### src/hw/rtl/ogks_pkg.sv
// Shared types, constants and tables of the occupancy grid kernel splat.
package ogks_pkg;

    // Field widths of the input and result beats
    localparam int POS_W      = 16;
    localparam int READING_W  = 16;
    localparam int RC_W       = 8;
    localparam int CELL_W     = 7;
    localparam int COUNT_W    = 5;

    // Default map size
    localparam int MAP_WIDTH_DEF  = 200;
    localparam int MAP_HEIGHT_DEF = 200;

    // Signed grid coordinate, wide enough for any position at the default map size
    localparam int COORD_W = 13;

    // Likelihood (Q16, up to 100.0) and filter input widths
    localparam int P_W = 23;
    localparam int R_W = 25;

    // Configuration port
    localparam int CFG_IDX_W  = 3;
    localparam int CFG_DATA_W = 16;
    localparam int N_CFG      = 7;

    typedef enum logic [CFG_IDX_W-1:0] {
        CFG_W_CENTER   = 3'd0,
        CFG_W_EDGE     = 3'd1,
        CFG_W_DIAGONAL = 3'd2,
        CFG_W_FAR_EDGE = 3'd3,
        CFG_W_KNIGHT   = 3'd4,
        CFG_W_CORNER   = 3'd5,
        CFG_BIAS       = 3'd6
    } t_cfg_idx;

    localparam logic [CFG_DATA_W-1:0] CFG_RESET [N_CFG] = '{
        16'd8500, 16'd5155, 16'd3127, 16'd1149, 16'd698, 16'd156, 16'd51
    };

    // Reading thresholds and likelihood constants
    localparam logic signed [READING_W-1:0] READING_LOW  = 16'sd1000;
    localparam logic signed [READING_W-1:0] READING_HIGH = 16'sd12000;
    localparam logic [P_W-1:0] LIK_ONE  = 23'd65536;
    localparam logic [P_W-1:0] LIK_FULL = 23'd6553600;
    // ceil(2^20 / 15): exact quotient by 15 for distances up to 11000
    localparam logic [16:0] RECIP15 = 17'd69906;
    localparam logic [13:0] LIK_DIV = 14'd15;
    // floor(rem * 8192 / 15) for a remainder of the division by 15
    localparam logic [12:0] LIK_FRAC [16] = '{
        13'd0,    13'd546,  13'd1092, 13'd1638, 13'd2184, 13'd2730, 13'd3276, 13'd3822,
        13'd4369, 13'd4915, 13'd5461, 13'd6007, 13'd6553, 13'd7099, 13'd7645, 13'd0
    };

    // Filter constants
    localparam logic signed [R_W-1:0] R_THRESH = 25'sd131072;
    // ceil(2^10 / 5): exact quotient by 5 for values below 1024
    localparam logic [16:0] DIV5_RECIP = 17'd205;
    localparam logic [7:0]  CELL_MAX   = 8'd100;

    // Ten cells per metre on a Q8.8 position
    localparam logic signed [19:0] CELLS_PER_M = 20'sd10;
    localparam logic [18:0]        ROUND_HALF  = 19'd128;

    // Kernel neighbourhood
    localparam logic [2:0] KER_LAST   = 3'd4;
    localparam logic [2:0] KER_RADIUS = 3'd2;

    // Commands from the controller to the datapath
    typedef struct packed {
        logic capture;
        logic prep1;
        logic prep2;
        logic sweep_step;
        logic clr_step;
        logic out_load;
    } t_ogks_cmd;

    // Status from the datapath to the controller
    typedef struct packed {
        logic op_read;
        logic sweep_last;
        logic pipe_busy;
        logic clr_last;
        logic out_free;
    } t_ogks_sts;

endpackage

### src/hw/rtl/ogks_ctrl.sv
// Controller of the occupancy grid kernel splat: sequences clearing, updates and reads.
module ogks_ctrl (
    input  logic                  i_clk,
    input  logic                  i_rst_n,
    input  logic                  i_in_valid,
    output logic                  o_in_ready,
    input  ogks_pkg::t_ogks_sts   i_sts,
    output ogks_pkg::t_ogks_cmd   o_cmd
);
    import ogks_pkg::*;

    typedef enum logic [2:0] {
        ST_CLEAR,
        ST_IDLE,
        ST_PREP1,
        ST_PREP2,
        ST_SWEEP,
        ST_DRAIN,
        ST_FINISH
    } t_state;

    t_state r_state;
    t_state n_state;

    // Next state and commands
    always_comb begin
        n_state = r_state;
        o_cmd   = '0;
        case (r_state)
            ST_CLEAR: begin
                o_cmd.clr_step = 1'b1;
                if (i_sts.clr_last) begin
                    n_state = ST_IDLE;
                end
            end
            ST_IDLE: begin
                if (i_in_valid) begin
                    o_cmd.capture = 1'b1;
                    n_state       = ST_PREP1;
                end
            end
            ST_PREP1: begin
                // A read item issues its map access here and is then finished.
                o_cmd.prep1 = 1'b1;
                n_state     = i_sts.op_read ? ST_FINISH : ST_PREP2;
            end
            ST_PREP2: begin
                o_cmd.prep2 = 1'b1;
                n_state     = ST_SWEEP;
            end
            ST_SWEEP: begin
                o_cmd.sweep_step = 1'b1;
                if (i_sts.sweep_last) begin
                    n_state = ST_DRAIN;
                end
            end
            ST_DRAIN: begin
                if (!i_sts.pipe_busy) begin
                    n_state = ST_FINISH;
                end
            end
            ST_FINISH: begin
                if (i_sts.out_free) begin
                    o_cmd.out_load = 1'b1;
                    n_state        = ST_IDLE;
                end
            end
            default: begin
                n_state = ST_IDLE;
            end
        endcase
    end

    // State register; the map is cleared first after every reset.
    always_ff @(posedge i_clk) begin
        if (!i_rst_n) begin
            r_state <= ST_CLEAR;
        end else begin
            r_state <= n_state;
        end
    end

    assign o_in_ready = (r_state == ST_IDLE);

    // At most one datapath operation is commanded in any cycle.
    a_cmd_onehot: assert property (@(posedge i_clk) disable iff (!i_rst_n)
        $onehot0({o_cmd.capture, o_cmd.prep1, o_cmd.prep2, o_cmd.sweep_step,
                  o_cmd.clr_step, o_cmd.out_load}))
        else $error("more than one datapath command at once");

    // A result is only loaded when the output register can take it.
    a_load_free: assert property (@(posedge i_clk) disable iff (!i_rst_n)
        o_cmd.out_load |-> i_sts.out_free)
        else $error("result loaded over an untaken result");

    // An accepted beat is always followed by its preparation step.
    a_capture_prep: assert property (@(posedge i_clk) disable iff (!i_rst_n)
        o_cmd.capture |=> o_cmd.prep1)
        else $error("accepted beat not prepared");

endmodule

### config.mk
export PLATFORM = sky130hd
export DESIGN_NAME = ogks_ctrl
export DESIGN_NICKNAME = d
export VERILOG_FILES = /design/src/hw/rtl/ogks_pkg.sv /design/src/hw/rtl/ogks_ctrl.sv
export SDC_FILE = /design/constraint.sdc
export NUM_CORES = 1
export LEC_CHECK = 0
export BUFFER_PORTS_ARGS = -buffer_cell sky130_fd_sc_hd__buf_2
export CAP_MARGIN = 20
export CORE_AREA = 2 2 39 41
export CTS_BUF_LIST = sky130_fd_sc_hd__clkbuf_8
export DETAILED_ROUTE_END_ITERATION = 10
export DIE_AREA = 0 0 41 43
export PLACE_DENSITY_LB_ADDON = 0.12
export SYNTH_ARGS = -nofsm -noshare
export SYNTH_HDL_FRONTEND = slang
export SYNTH_SLANG_ARGS = --single-unit
### constraint.sdc
create_clock -name i_clk -period 1.6 [get_ports i_clk]
set_input_delay 0.16 -clock i_clk [delete_from_list [all_inputs] [get_ports i_clk]]
set_output_delay 0.16 -clock i_clk [all_outputs]
set_load 0.1 [all_outputs]
# Word-level counts from Yosys, hierarchy flattened
# Index checks and enable logic that the tools add are counted.
# W data, S select, Z words.
classes:
  n_eq_ne: 11
  n_mux: 15
  reduce_logical: 2
op_table:
  columns: ["op", "n"]
  rows:
  - ["$pmux W3 S7", 1]
  - ["$mux W3", 6]
  - ["$ne A2 B2 Y1 const B", 5]
  - ["$eq A3 B3 Y1 const B", 3]
  - ["$mux W1", 8]
  - ["$eq A3 B2 Y1 const B", 2]
  - ["$reduce_and A5 Y1", 1]
  - ["$eq A3 B1 Y1 const B", 1]
  - ["$logic_not A3 Y1", 1]
word_totals:
  regBits: 3
  inputBits: 8

# Longest topological paths before layout
depth:
  word_depth: 3
  ltp_mapped: 7

# Worst setup path before layout
# No wires, ideal clock.
synth_path:
  kind: "register -> register"
  from: "register r_state[2]"
  to: "register r_state[1]"
  setup_ns: 0.078
  t_arrival_ns: 3.022
  setup_slack_ns: -1.499
  stages_incl_launch_ff: 5
  n_path_buf: 1
  period_less_slack_ns: 3.099
  cell_sequence: "dfxtp_1 buf_2 nor3_1 o31ai_1 mux2i_1"
synth_via:
  elab_chain_cells: 3
  word_cells_on_any_way: 14
  classes_between: "11 x eq/ne; 1 x mux; 2 x reduce/logical"
synth_lines:
  columns: ["element", "line", "text"]
  rows:
  - ["start, declared", "ogks_ctrl.sv:22", "t_state r_state;"]
  - ["start signal, assigned", "ogks_ctrl.sv:79", "r_state <= n_state;"]
  - ["$eq A3 B1 Y1 *", null, null]
  - ["via o_in_ready", "ogks_ctrl.sv:6", "output logic o_in_ready,"]
  - ["$ne A2 B2 Y1 (no source line)", null, null]
  - ["$reduce_and A5 Y1 (no source line)", null, null]
# Mark *: on every way through the listed nets, which the timed path passes. The rest lies on a longest branch.
# A chain may end at the register's enable or synchronous reset.

==> key figures <==
Run status
  – Status: complete, no violations

Power and ir drop
  – Final Power: between 1 and 1.5 mW
  – Pwr Density: between 2000 and 2500 nW/µm²
  – Lkg Pwr: around 0.26 nW
  – Worst VDD drop: 0.887 mV

Yosys
  – Yosys warning count: 0
  – Main synth FF type: dfxtp_1
  – Post-synthesis register bit count: 3
  – Sequential area share after synthesis: 19.1%
  – Area leader, netlist: dfxtp_1
  – Synthesized cell area: approximately 310 µm²
  – Synth top area cells: dfxtp_1, mux2i_1, nand2_1
  – Syn_nets: 55
  – Synth async-reset ratio: 0%
  – Most common cell in the synthesized netlist: nand2_1
  – Synth cell count leaders: nand2_1, inv_1, nor3_1
  – Number of enable flip-flop cells after synthesis: 0
  – Avg Cell Area, Syn: 6.83 µm²
  – Mapped Cells: 46
  – Top cell type's share of synthesized area: a little under a fifth
  – Post-synth cell types: 23

Global routing
  – Number of global-route vias before repair: roughly 320
  – Pin count of the biggest net entering global routing: 12
  – Total gr overflow: 0
  – All-Layer GR Usage: about 12%
  – Global-route wire length before repair: between 1 and 1.5 mm
  – Initial antenna violation count: 0

Worst setup path
  – WS Path Type: reg -> out
  – Reg-to-reg endpoint: r_state[1]
  – Kind of end point of the critical path: output pin
  – CP startpoint kind: flop
  – Reg2reg path depth: 6
  – Worst Path Required: around 1.4 ns
  – Start of the worst register-to-register path: r_state[1]
  – R2r setup slk: around 0.15 ns
  – WP data arrival: 1.31 ns
  – Max FO, Critical Path: 11

Detailed routing
  – DRC errors left: 0
  – Post-route ant nets: 0
  – Vias per inst: 4.75
  – Drt total wl: roughly 900 µm
  – First-iteration detailed-routing DRC count: 7
  – DR pass1 iterations: 3
  – Per-cell routed wire length: approximately 11 µm
  – Via Count: 380

STA
  – RSZ-0062 raised after global routing: no
  – Number of max-slew violations in the final report: 0
  – Period utilization: ~92%
  – Final setup vio count: 0
  – Max frequency: 0.679 GHz
  – Fin. Hold Viols: 0
  – Worst-Margin Slew: about 0.48 ns
  – Clock skew: about 0.0045 ns
  – Hold slack: around 0.22 ns
  – Min Tclk post-route: ~1.5 ns
  – Normalized max-slew margin: 68.0%

CTS
  – Clock-pin slew on the worst setup and hold paths: approximately 0.03 ns
  – Clock Latency Late Sink: ~0.22 ns
  – CTS Root Buffer Type: clkbuf_8
  – Post-CTS setup buffers: 0
  – H-tree Lvls: 1
  – Hold buffer count at cts: 0
  – Clock sinks: 3
  – PostCTS Resize Cnt: 0
  – TritonCTS buffer count: 3
  – CTS tree: yes
  – Longest Clk Path Bufs: 2

Placed design
  – IO Port Bufs: 14
  – RePlAce Congestion: 0.783
  – Cell Count Post-Placement: 76
  – Cell area after placement: 532 µm²
  – Final HPWL DP: slightly below 700 µm

Hold path
  – Hold Path Depth: 3
  – Hold Crit Start: i_rst_n
  – WHS Endpoint: r_state[2]
  – Hold Path Class: in -> reg

Floorplanning
  – Die H: 43 µm
  – Row cnt: 14
  – Initial Utilization: 22.7%
  – # IOs: 15
  – Core footprint: between 1000 and 1500 µm²
  – Die area: 1760 µm²
  – Die X: roughly 41 µm

Final layout
  – Post-Layout Cell Count: 80
  – Top Registers: r_state (3)
  – Synth-to-layout area growth: 84.1%
  – Fin nets: 74
  – Fill count: 140
  – Antenna diodes: 0
  – Largest register FFs: 3
  – Design area: slightly below 600 µm²
  – Biggest register: r_state
  – Layout cells sized above 1: between 40% and 50%

Run
  – Max-cap viol count: 0
## per-stage QoR
stage / utilization [%] / setup TNS (ns) / worst slack (ns)
final: 41.8 / 0 / 0.128
after global routing: 41.8 / 0 / 0.0483
after CTS: 41.7 / 0 / 0.0724
after detailed placement: 38.4 / 0 / 0.131
after global placement: 38.4 / 0 / 0.127
after floorplan: - / -0.973 / -0.281
## worst max-delay path, stage by stage (launching register included)
cell and delay [ns]:
dfxtp_1 0.31, buf_4 0.19, nor3_2 0.16, buf_2 0.44
## worst max-delay path by stage
stage	start	end	slack, ns
global route	r_state[2]	o_cmd[5]	0.05
floorplan	r_state[1]	o_cmd[3]	-0.28
finish	r_state[2]	o_cmd[1]	0.13
global placement	r_state[1]	r_state[1]	0.13
detailed placement	r_state[1]	r_state[1]	0.13
CTS	r_state[0]	o_cmd[3]	0.07
## metal layers
metal	GRT usage, %	wire length [µm]	up-vias
li1	-	-	196
met1	15.4	423	170
met2	16.3	407	12
met3	3.14	54	2
met4	10.0	14	0
met5	0	0	-
## power breakdown
part / switching (mW) / internal [mW]
registers: 0.0359 / 0.102
logic: 0.603 / 0.284
clock network: 0.0505 / 0.163
total: 0.689 / 0.549
## cells by family after synthesis
group	count (synthesis)	synth area share [%]
AOI/OAI and AO/OA	10	19.1
adders and majority gates	1	3.98
buffers and inverters	7	11.6
DFF	3	19.1
muxes	3	9.56
and+or+nand+nor	22	36.7
## layout by cell type, fill, tap and decap left out, types with 2 or more instances in the layout
| cell type | instances |
|---|---|
| buf_2 | 8 |
| nand2_1 | 7 |
| buf_12 | 6 |
| inv_1 | 5 |
| nor3_2 | 3 |
| mux2i_1 | 3 |
| a21oi_1 | 3 |
| clkbuf_8 | 3 |
| buf_4 | 3 |
| and3_1 | 2 |
| o21ai_1 | 2 |
| dfxtp_1 | 2 |
## area by class of cell
cell class / instances / area, µm² / share of cell area (%)
inverters: 4 / 15.0 / 2.60
repair buffers: 17 / 183 / 31.6
flip-flops and latches: 3 / 61.3 / 10.6
multi-input cells: 36 / 254 / 43.9
clock buffers: 3 / 41.3 / 7.14
clock inverters: 1 / 3.75 / 0.649
well taps: 16 / 20.0 / 3.46
No activity file was read; power rests on OpenSTA's default activity.
